--- config.mk ---
export PLATFORM = sky130hd
export DESIGN_NAME = page_replacement_lru_fifo_core
export DESIGN_NICKNAME = d
export VERILOG_FILES = /design/src/sv/prlf_pkg.sv /design/src/sv/prlf_cell.sv /design/src/sv/page_replacement_lru_fifo_core.sv
export SDC_FILE = /design/constraint.sdc
export NUM_CORES = 1
export LEC_CHECK = 0
export BUFFER_PORTS_ARGS = -buffer_cell sky130_fd_sc_hd__buf_2
export CORE_MARGIN = 2
export CORE_UTILIZATION = 40
export DETAILED_ROUTE_END_ITERATION = 8
export SYNTH_ARGS = -nofsm -noshare
export SYNTH_HDL_FRONTEND = slang
export SYNTH_HIERARCHICAL = 1
export SYNTH_SLANG_ARGS = --single-unit
--- constraint.sdc ---
create_clock -name clock -period 7.4 [get_ports clock]
set_clock_uncertainty 0.2 [all_clocks]
set_input_delay 1.11 -clock clock [delete_from_list [all_inputs] [get_ports clock]]
set_output_delay 1.11 -clock clock [all_outputs]
set_load 0.01 [all_outputs]
--- src/sv/prlf_pkg.sv ---
`timescale 1ns / 1ps

package prlf_pkg;

   localparam int CSR_LIMIT_W = 5;
   localparam int CSR_DATA_W  = 5;
   localparam int CSR_INDEX_W = 1;
   localparam int FAULT_W     = 32;

   localparam logic [CSR_INDEX_W-1:0] CSR_FRAME_LIMIT = 1'd0;
   localparam logic [CSR_INDEX_W-1:0] CSR_POLICY      = 1'd1;

   localparam logic [CSR_LIMIT_W-1:0] FRAME_LIMIT_RESET = 5'd16;

   typedef enum logic {
      POLICY_LRU  = 1'b0,
      POLICY_FIFO = 1'b1
   } policy_type;

   typedef struct packed {
      logic in_use;
      logic at_tail;
      logic at_free;
      logic do_move;
      logic do_fill;
      logic force_shift;
   } cell_ctrl_type;

endpackage

--- src/sv/prlf_cell.sv ---
`timescale 1ns / 1ps

module prlf_cell
   import prlf_pkg::*;
#(
   parameter int PAGE_BITS = 10
) (
   input  logic                 clock,
   input  cell_ctrl_type        ctrl,
   input  logic [PAGE_BITS-1:0] ref_page,
   input  logic [PAGE_BITS-1:0] right_page,
   input  logic                 shift_in,
   output logic                 shift_out,
   output logic                 match,
   output logic [PAGE_BITS-1:0] page
);

   logic [PAGE_BITS-1:0] page_ff;
   logic [PAGE_BITS-1:0] page_in;
   logic                 in_region;

   assign match     = ctrl.in_use && (page_ff == ref_page);
   assign shift_out = shift_in | match;
   assign in_region = ctrl.force_shift | shift_in | match;
   assign page      = page_ff;

   always_comb begin
      page_in = page_ff;
      if (ctrl.do_move && ctrl.at_tail) begin
         page_in = ref_page;
      end else if (ctrl.do_move && in_region && ctrl.in_use) begin
         page_in = right_page;
      end else if (ctrl.do_fill && ctrl.at_free) begin
         page_in = ref_page;
      end
   end

   always_ff @(posedge clock) begin
      page_ff <= page_in;
   end

endmodule

--- src/sv/page_replacement_lru_fifo_core.sv ---
`timescale 1ns / 1ps
// channel   direction  handshake              payload
// req       in         req_valid / req_ready  req_page_number
// rsp       out        rsp_valid / rsp_ready  rsp_hit, rsp_filled_free, rsp_evicted,
//                                             rsp_evicted_page, rsp_fault_total
// csr       in         csr_write_en           csr_index, csr_wdata
//
// one item per cycle while req_ready is high: every frame cell compares and shifts in the accept cycle
// result appears in the rsp register in the cycle after the item is accepted
// a stalled result holds the rsp register; req_ready drops only while it waits
// synchronous reset clears occupancy, fault count and rsp_valid, sets csr state to its defaults, no clearing pass

module page_replacement_lru_fifo_core
   import prlf_pkg::*;
#(
   parameter int MAX_FRAMES = 16,
   parameter int PAGE_BITS  = 10
) (
   input  logic                   clock,
   input  logic                   reset,
   input  logic                   req_valid,
   output logic                   req_ready,
   input  logic [PAGE_BITS-1:0]   req_page_number,
   output logic                   rsp_valid,
   input  logic                   rsp_ready,
   output logic                   rsp_hit,
   output logic                   rsp_filled_free,
   output logic                   rsp_evicted,
   output logic [PAGE_BITS-1:0]   rsp_evicted_page,
   output logic [FAULT_W-1:0]     rsp_fault_total,
   input  logic                   csr_write_en,
   input  logic [CSR_INDEX_W-1:0] csr_index,
   input  logic [CSR_DATA_W-1:0]  csr_wdata
);

   localparam int OCC_W = $clog2(MAX_FRAMES + 1);
   localparam int LIM_W = (OCC_W > CSR_LIMIT_W) ? OCC_W : CSR_LIMIT_W;

   logic [CSR_LIMIT_W-1:0] frame_limit_ff, frame_limit_in;
   policy_type             policy_ff, policy_in;
   logic [OCC_W-1:0]       occ_ff, occ_in;
   logic [FAULT_W-1:0]     fault_ff, fault_in;

   logic                   rsp_valid_ff, rsp_valid_in;
   logic                   rsp_hit_ff, rsp_filled_ff, rsp_evicted_ff;
   logic [PAGE_BITS-1:0]   rsp_page_ff;
   logic [FAULT_W-1:0]     rsp_fault_ff;

   logic                   accept;
   logic                   any_hit;
   logic                   room;
   logic                   fill;
   logic                   evict;
   logic                   move;
   logic [LIM_W-1:0]       limit_ext;
   logic [LIM_W-1:0]       eff_limit;

   cell_ctrl_type          cell_ctrl  [MAX_FRAMES];
   logic [PAGE_BITS-1:0]   cell_page  [MAX_FRAMES];
   logic [MAX_FRAMES-1:0]  cell_match;
   logic [MAX_FRAMES:0]    shift_chain;

   assign req_ready = !rsp_valid_ff || rsp_ready;
   assign accept    = req_valid && req_ready;

   assign limit_ext = LIM_W'(frame_limit_ff);
   always_comb begin
      if (frame_limit_ff == '0) begin
         eff_limit = LIM_W'(1);
      end else if (limit_ext > LIM_W'(MAX_FRAMES)) begin
         eff_limit = LIM_W'(MAX_FRAMES);
      end else begin
         eff_limit = limit_ext;
      end
   end

   assign any_hit = |cell_match;
   assign room    = LIM_W'(occ_ff) < eff_limit;
   assign fill    = !any_hit && room;
   assign evict   = !any_hit && !room;
   assign move    = (any_hit && (policy_ff == POLICY_LRU)) || evict;

   assign shift_chain[0] = 1'b0;

   for (genvar k = 0; k < MAX_FRAMES; k++) begin : g_cell
      logic [PAGE_BITS-1:0] right_page;

      if (k == MAX_FRAMES - 1) begin : g_last
         assign right_page = req_page_number;
      end else begin : g_inner
         assign right_page = cell_page[k+1];
      end

      assign cell_ctrl[k].in_use      = occ_ff > OCC_W'(k);
      assign cell_ctrl[k].at_tail     = occ_ff == OCC_W'(k + 1);
      assign cell_ctrl[k].at_free     = occ_ff == OCC_W'(k);
      assign cell_ctrl[k].do_move     = accept && move;
      assign cell_ctrl[k].do_fill     = accept && fill;
      assign cell_ctrl[k].force_shift = evict;

      prlf_cell #(
         .PAGE_BITS (PAGE_BITS)
      ) u_cell (
         .clock      (clock),
         .ctrl       (cell_ctrl[k]),
         .ref_page   (req_page_number),
         .right_page (right_page),
         .shift_in   (shift_chain[k]),
         .shift_out  (shift_chain[k+1]),
         .match      (cell_match[k]),
         .page       (cell_page[k])
      );
   end

   always_comb begin
      frame_limit_in = frame_limit_ff;
      policy_in      = policy_ff;
      if (csr_write_en) begin
         unique case (csr_index)
            CSR_FRAME_LIMIT: frame_limit_in = csr_wdata[CSR_LIMIT_W-1:0];
            CSR_POLICY:      policy_in      = policy_type'(csr_wdata[0]);
         endcase
      end
   end

   always_comb begin
      occ_in   = occ_ff;
      fault_in = fault_ff;
      if (accept && fill) begin
         occ_in = occ_ff + OCC_W'(1);
      end
      if (accept && evict && (fault_ff != '1)) begin
         fault_in = fault_ff + FAULT_W'(1);
      end
   end

   assign rsp_valid_in = accept || (rsp_valid_ff && !rsp_ready);

   always_ff @(posedge clock) begin
      if (reset) begin
         frame_limit_ff <= FRAME_LIMIT_RESET;
         policy_ff      <= POLICY_LRU;
         occ_ff         <= '0;
         fault_ff       <= '0;
         rsp_valid_ff   <= 1'b0;
      end else begin
         frame_limit_ff <= frame_limit_in;
         policy_ff      <= policy_in;
         occ_ff         <= occ_in;
         fault_ff       <= fault_in;
         rsp_valid_ff   <= rsp_valid_in;
      end
   end

   always_ff @(posedge clock) begin
      if (accept) begin
         rsp_hit_ff     <= any_hit;
         rsp_filled_ff  <= fill;
         rsp_evicted_ff <= evict;
         rsp_page_ff    <= evict ? cell_page[0] : '0;
         rsp_fault_ff   <= fault_in;
      end
   end

   assign rsp_valid        = rsp_valid_ff;
   assign rsp_hit          = rsp_hit_ff;
   assign rsp_filled_free  = rsp_filled_ff;
   assign rsp_evicted      = rsp_evicted_ff;
   assign rsp_evicted_page = rsp_page_ff;
   assign rsp_fault_total  = rsp_fault_ff;

endmodule

==> metrics.md <==
| Metric | Value |
|---|---|
| Critical Path Sink Type | `flop` |
| Place WS | `a little under 0.06 ns` |
| Clock-pin slew on the worst setup and hold paths | `around 0.060 ns` |
| Post-Route WL | `33.23 mm` |
| Layout area overhead | `16.23%` |
| Clock latency on the worst-skew pair | `roughly 0.56 ns` |
| Fmax | `between 100 and 150 MHz` |
| Fin. max-slew vios | `0` |
| Post-Syn Area per Cell | `between 10 and 15 um^2` |
| Worst-path cell chain | `inv_1 > ha_1 > nand2_1 > nand4_1 > nor3_4 > or2_2 > or2_2 > or2_2 > or2_2 > or2_2 > or2_2 > or2_2 > or2_4 > or2_4 > or2_4 > or2_4 > or2_4 > or2_4 > or2_4 > or2_2 > o31ai_4 > buf_4 > mux2_4` |
| CTS Buf Count | `29` |
| Status | `finished, final reports clean` |
| Dpl cells | `roughly 1,600` |
| Period utilisation layout | `between 90% and 100%` |
| DRC viols | `0` |
| Via count | `8,948` |
| Vias in the first global route | `around 9,000` |
| NumNets Final | `approximately 1,200` |
| Core area | `approximately 34,000 um^2` |
| Final-report setup violation count | `0` |
| Hold_buf cts | `0` |
| Sink Count | `between 200 and 250` |
| Post-DP HPWL | `around 24 mm` |
| Die H | `approximately 190 um` |
| Routability Congestion | `around 0.82` |
| Mapped Cells | `roughly 1,100` |
| Most common cell on crit path | `or2_2` |
| Worst path bufs/invs | `2` |
| Slowest stage delay, CP | `approximately 0.35 ns` |
| Root buffer cell | `clkbuf_16` |
| Hold_ws | `0.3255 ns` |
| Largest net degree at the start of global routing | `58` |
| Die extent in x | `between 150 and 200 um` |
| Final Critical Period | `6.864 ns` |
| Layout Cells excl Fill | `about 1,700` |
| Setup WS post-layout | `between 0.5 and 0.6 ns` |
| DP Area | `between 10,000 and 15,000 um^2` |
| DR vias/cell | `roughly 5.3` |
| Cell row count | `67` |
| Core Util, Final | `47.43%` |
| CP Data Required Time | `roughly 7.5 ns` |
| Starting DRT DRC Count | `about 660` |
| Cts repair resizes | `0` |
| First-pass GRT wire length | `between 50 and 60 mm` |
| Tot Pwr | `around 3.5 mW` |
| TritonRoute pass-1 iters | `5` |
| Layout cells sized above 1 | `a little under a third` |
| CTS tree | `built` |
| Arrival @ worst endpoint | `6.95 ns` |
| IO Port Bufs | `67` |
| Lkg Pwr | `~5.6 nW` |
| Grt ovf | `0` |
| Ys Warns | `6` |
| P per Cell Area | `~220 nW/um^2` |
| Slew headroom | `under 10%` |
| Initial core utilization | `between 40% and 50%` |
| WL per Instance | `19.81 um` |
| Setup bufs post-CTS | `0` |
| VDD IR max | `~0.00016 V` |
| Clk buf depth | `3` |
| Mapped Area | `about 14,000 um^2` |
| Hold Fails Final Rpt | `0` |
| Die area | `~36,000 um^2` |
| H-tree depth | `1` |
| Max-cap viol count | `0` |
| Antenna viol nets, final | `0` |
| Startpoint Class | `flop` |
| CP Class | `reg -> reg` |
| Hold Crit Class | `reg -> reg` |
| Slowest cell on crit path | `or2_2` |
| I/O pins | `roughly 70` |
| Gr usage total | `18.65%` |
| Initial antenna violation count | `4` |
| Worst-path maximum fanout | `10` |
| Top Family by Delay on Critical Path | `simple AND/OR/NAND/NOR gates` |
| TNS Setup | `0 ns` |
| Worst-Margin Slew | `approximately 1.4 ns` |
| RSZ-0062 raised after global routing | `no` |
| Final Cell Area | `around 16,000 um^2` |
[layer usage]
metal | global-route usage (%) | wire [um] | share of wire (%) | up-vias
li1 | - | - | - | 4273
met1 | 25.09 | 15010 | 45 | 4391
met2 | 30.19 | 15180 | 46 | 224
met3 | 3.744 | 1961 | 5.9 | 60
met4 | 6.100 | 1080 | 3.3 | 0
met5 | 0 | 0 | 0 | -
[flip-flops by register name (all words and copies together), names as in the netlist]
signal / count
rsp_fault_total: 32
rsp_evicted: 1
g_cell.u_cell/page: 160
rsp_filled_free: 1
occ_ff: 5
rsp_hit: 1
fault_ff: 32
rsp_evicted_page: 10
policy_ff: 1
rsp_valid: 1
frame_limit_ff: 5
[final cells by class]
type                       count  area, um^2
tap                          448       560.5
sequential                   249        7037
clock buffer                  39       834.6
multi-input combinational    794        6635
antenna                        1       2.502
clock inverter                15       106.4
inverter                      13       48.80
timing repair buffer         118       718.2
fill                        3019       17670
[layout by cell type, fill, tap and decap left out, types with 11 or more instances in the layout]
| cell | n |
|---|---|
| edfxtp_1 | 205 |
| xnor2_1 | 179 |
| mux2_2 | 145 |
| buf_2 | 67 |
| nor2_1 | 54 |
| buf_4 | 51 |
| nand4_1 | 46 |
| dfxtp_1 | 44 |
| nand2_1 | 41 |
| nand3_1 | 37 |
| clkbuf_16 | 30 |
| nor2b_1 | 27 |
| nor3_1 | 26 |
| o21ai_0 | 20 |
| mux2_1 | 18 |
| nor3_4 | 16 |
| o31ai_4 | 16 |
| a22oi_1 | 16 |
| and2_1 | 15 |
| a21oi_1 | 12 |
| inv_1 | 11 |
[worst min-delay path, cell delays in order (launching register included)]
cell	delay, ns
dfxtp_1	0.33
o31ai_1	0.09
a21oi_1	0.07
[final timing paths]
check | cells after the start | from | endpoint | slack [ns]
worst max register to register | 23 | occ_ff[1] | g_cell[15].u_cell/page[4] | 0.54
worst max-delay path | 23 | occ_ff[1] | g_cell[15].u_cell/page[4] | 0.54
worst min register to register | 2 | fault_ff[11] | fault_ff[11] | 0.33
worst min-delay path | 2 | fault_ff[11] | fault_ff[11] | 0.33
[report_power, final]
| part | switching, mW | internal (mW) |
|---|---|---|
| logic | 0.271 | 0.177 |
| clock network | 0.581 | 0.822 |
| registers | 0.0408 | 1.58 |
| total | 0.893 | 2.58 |
Power figures use the tool's default switching activity.
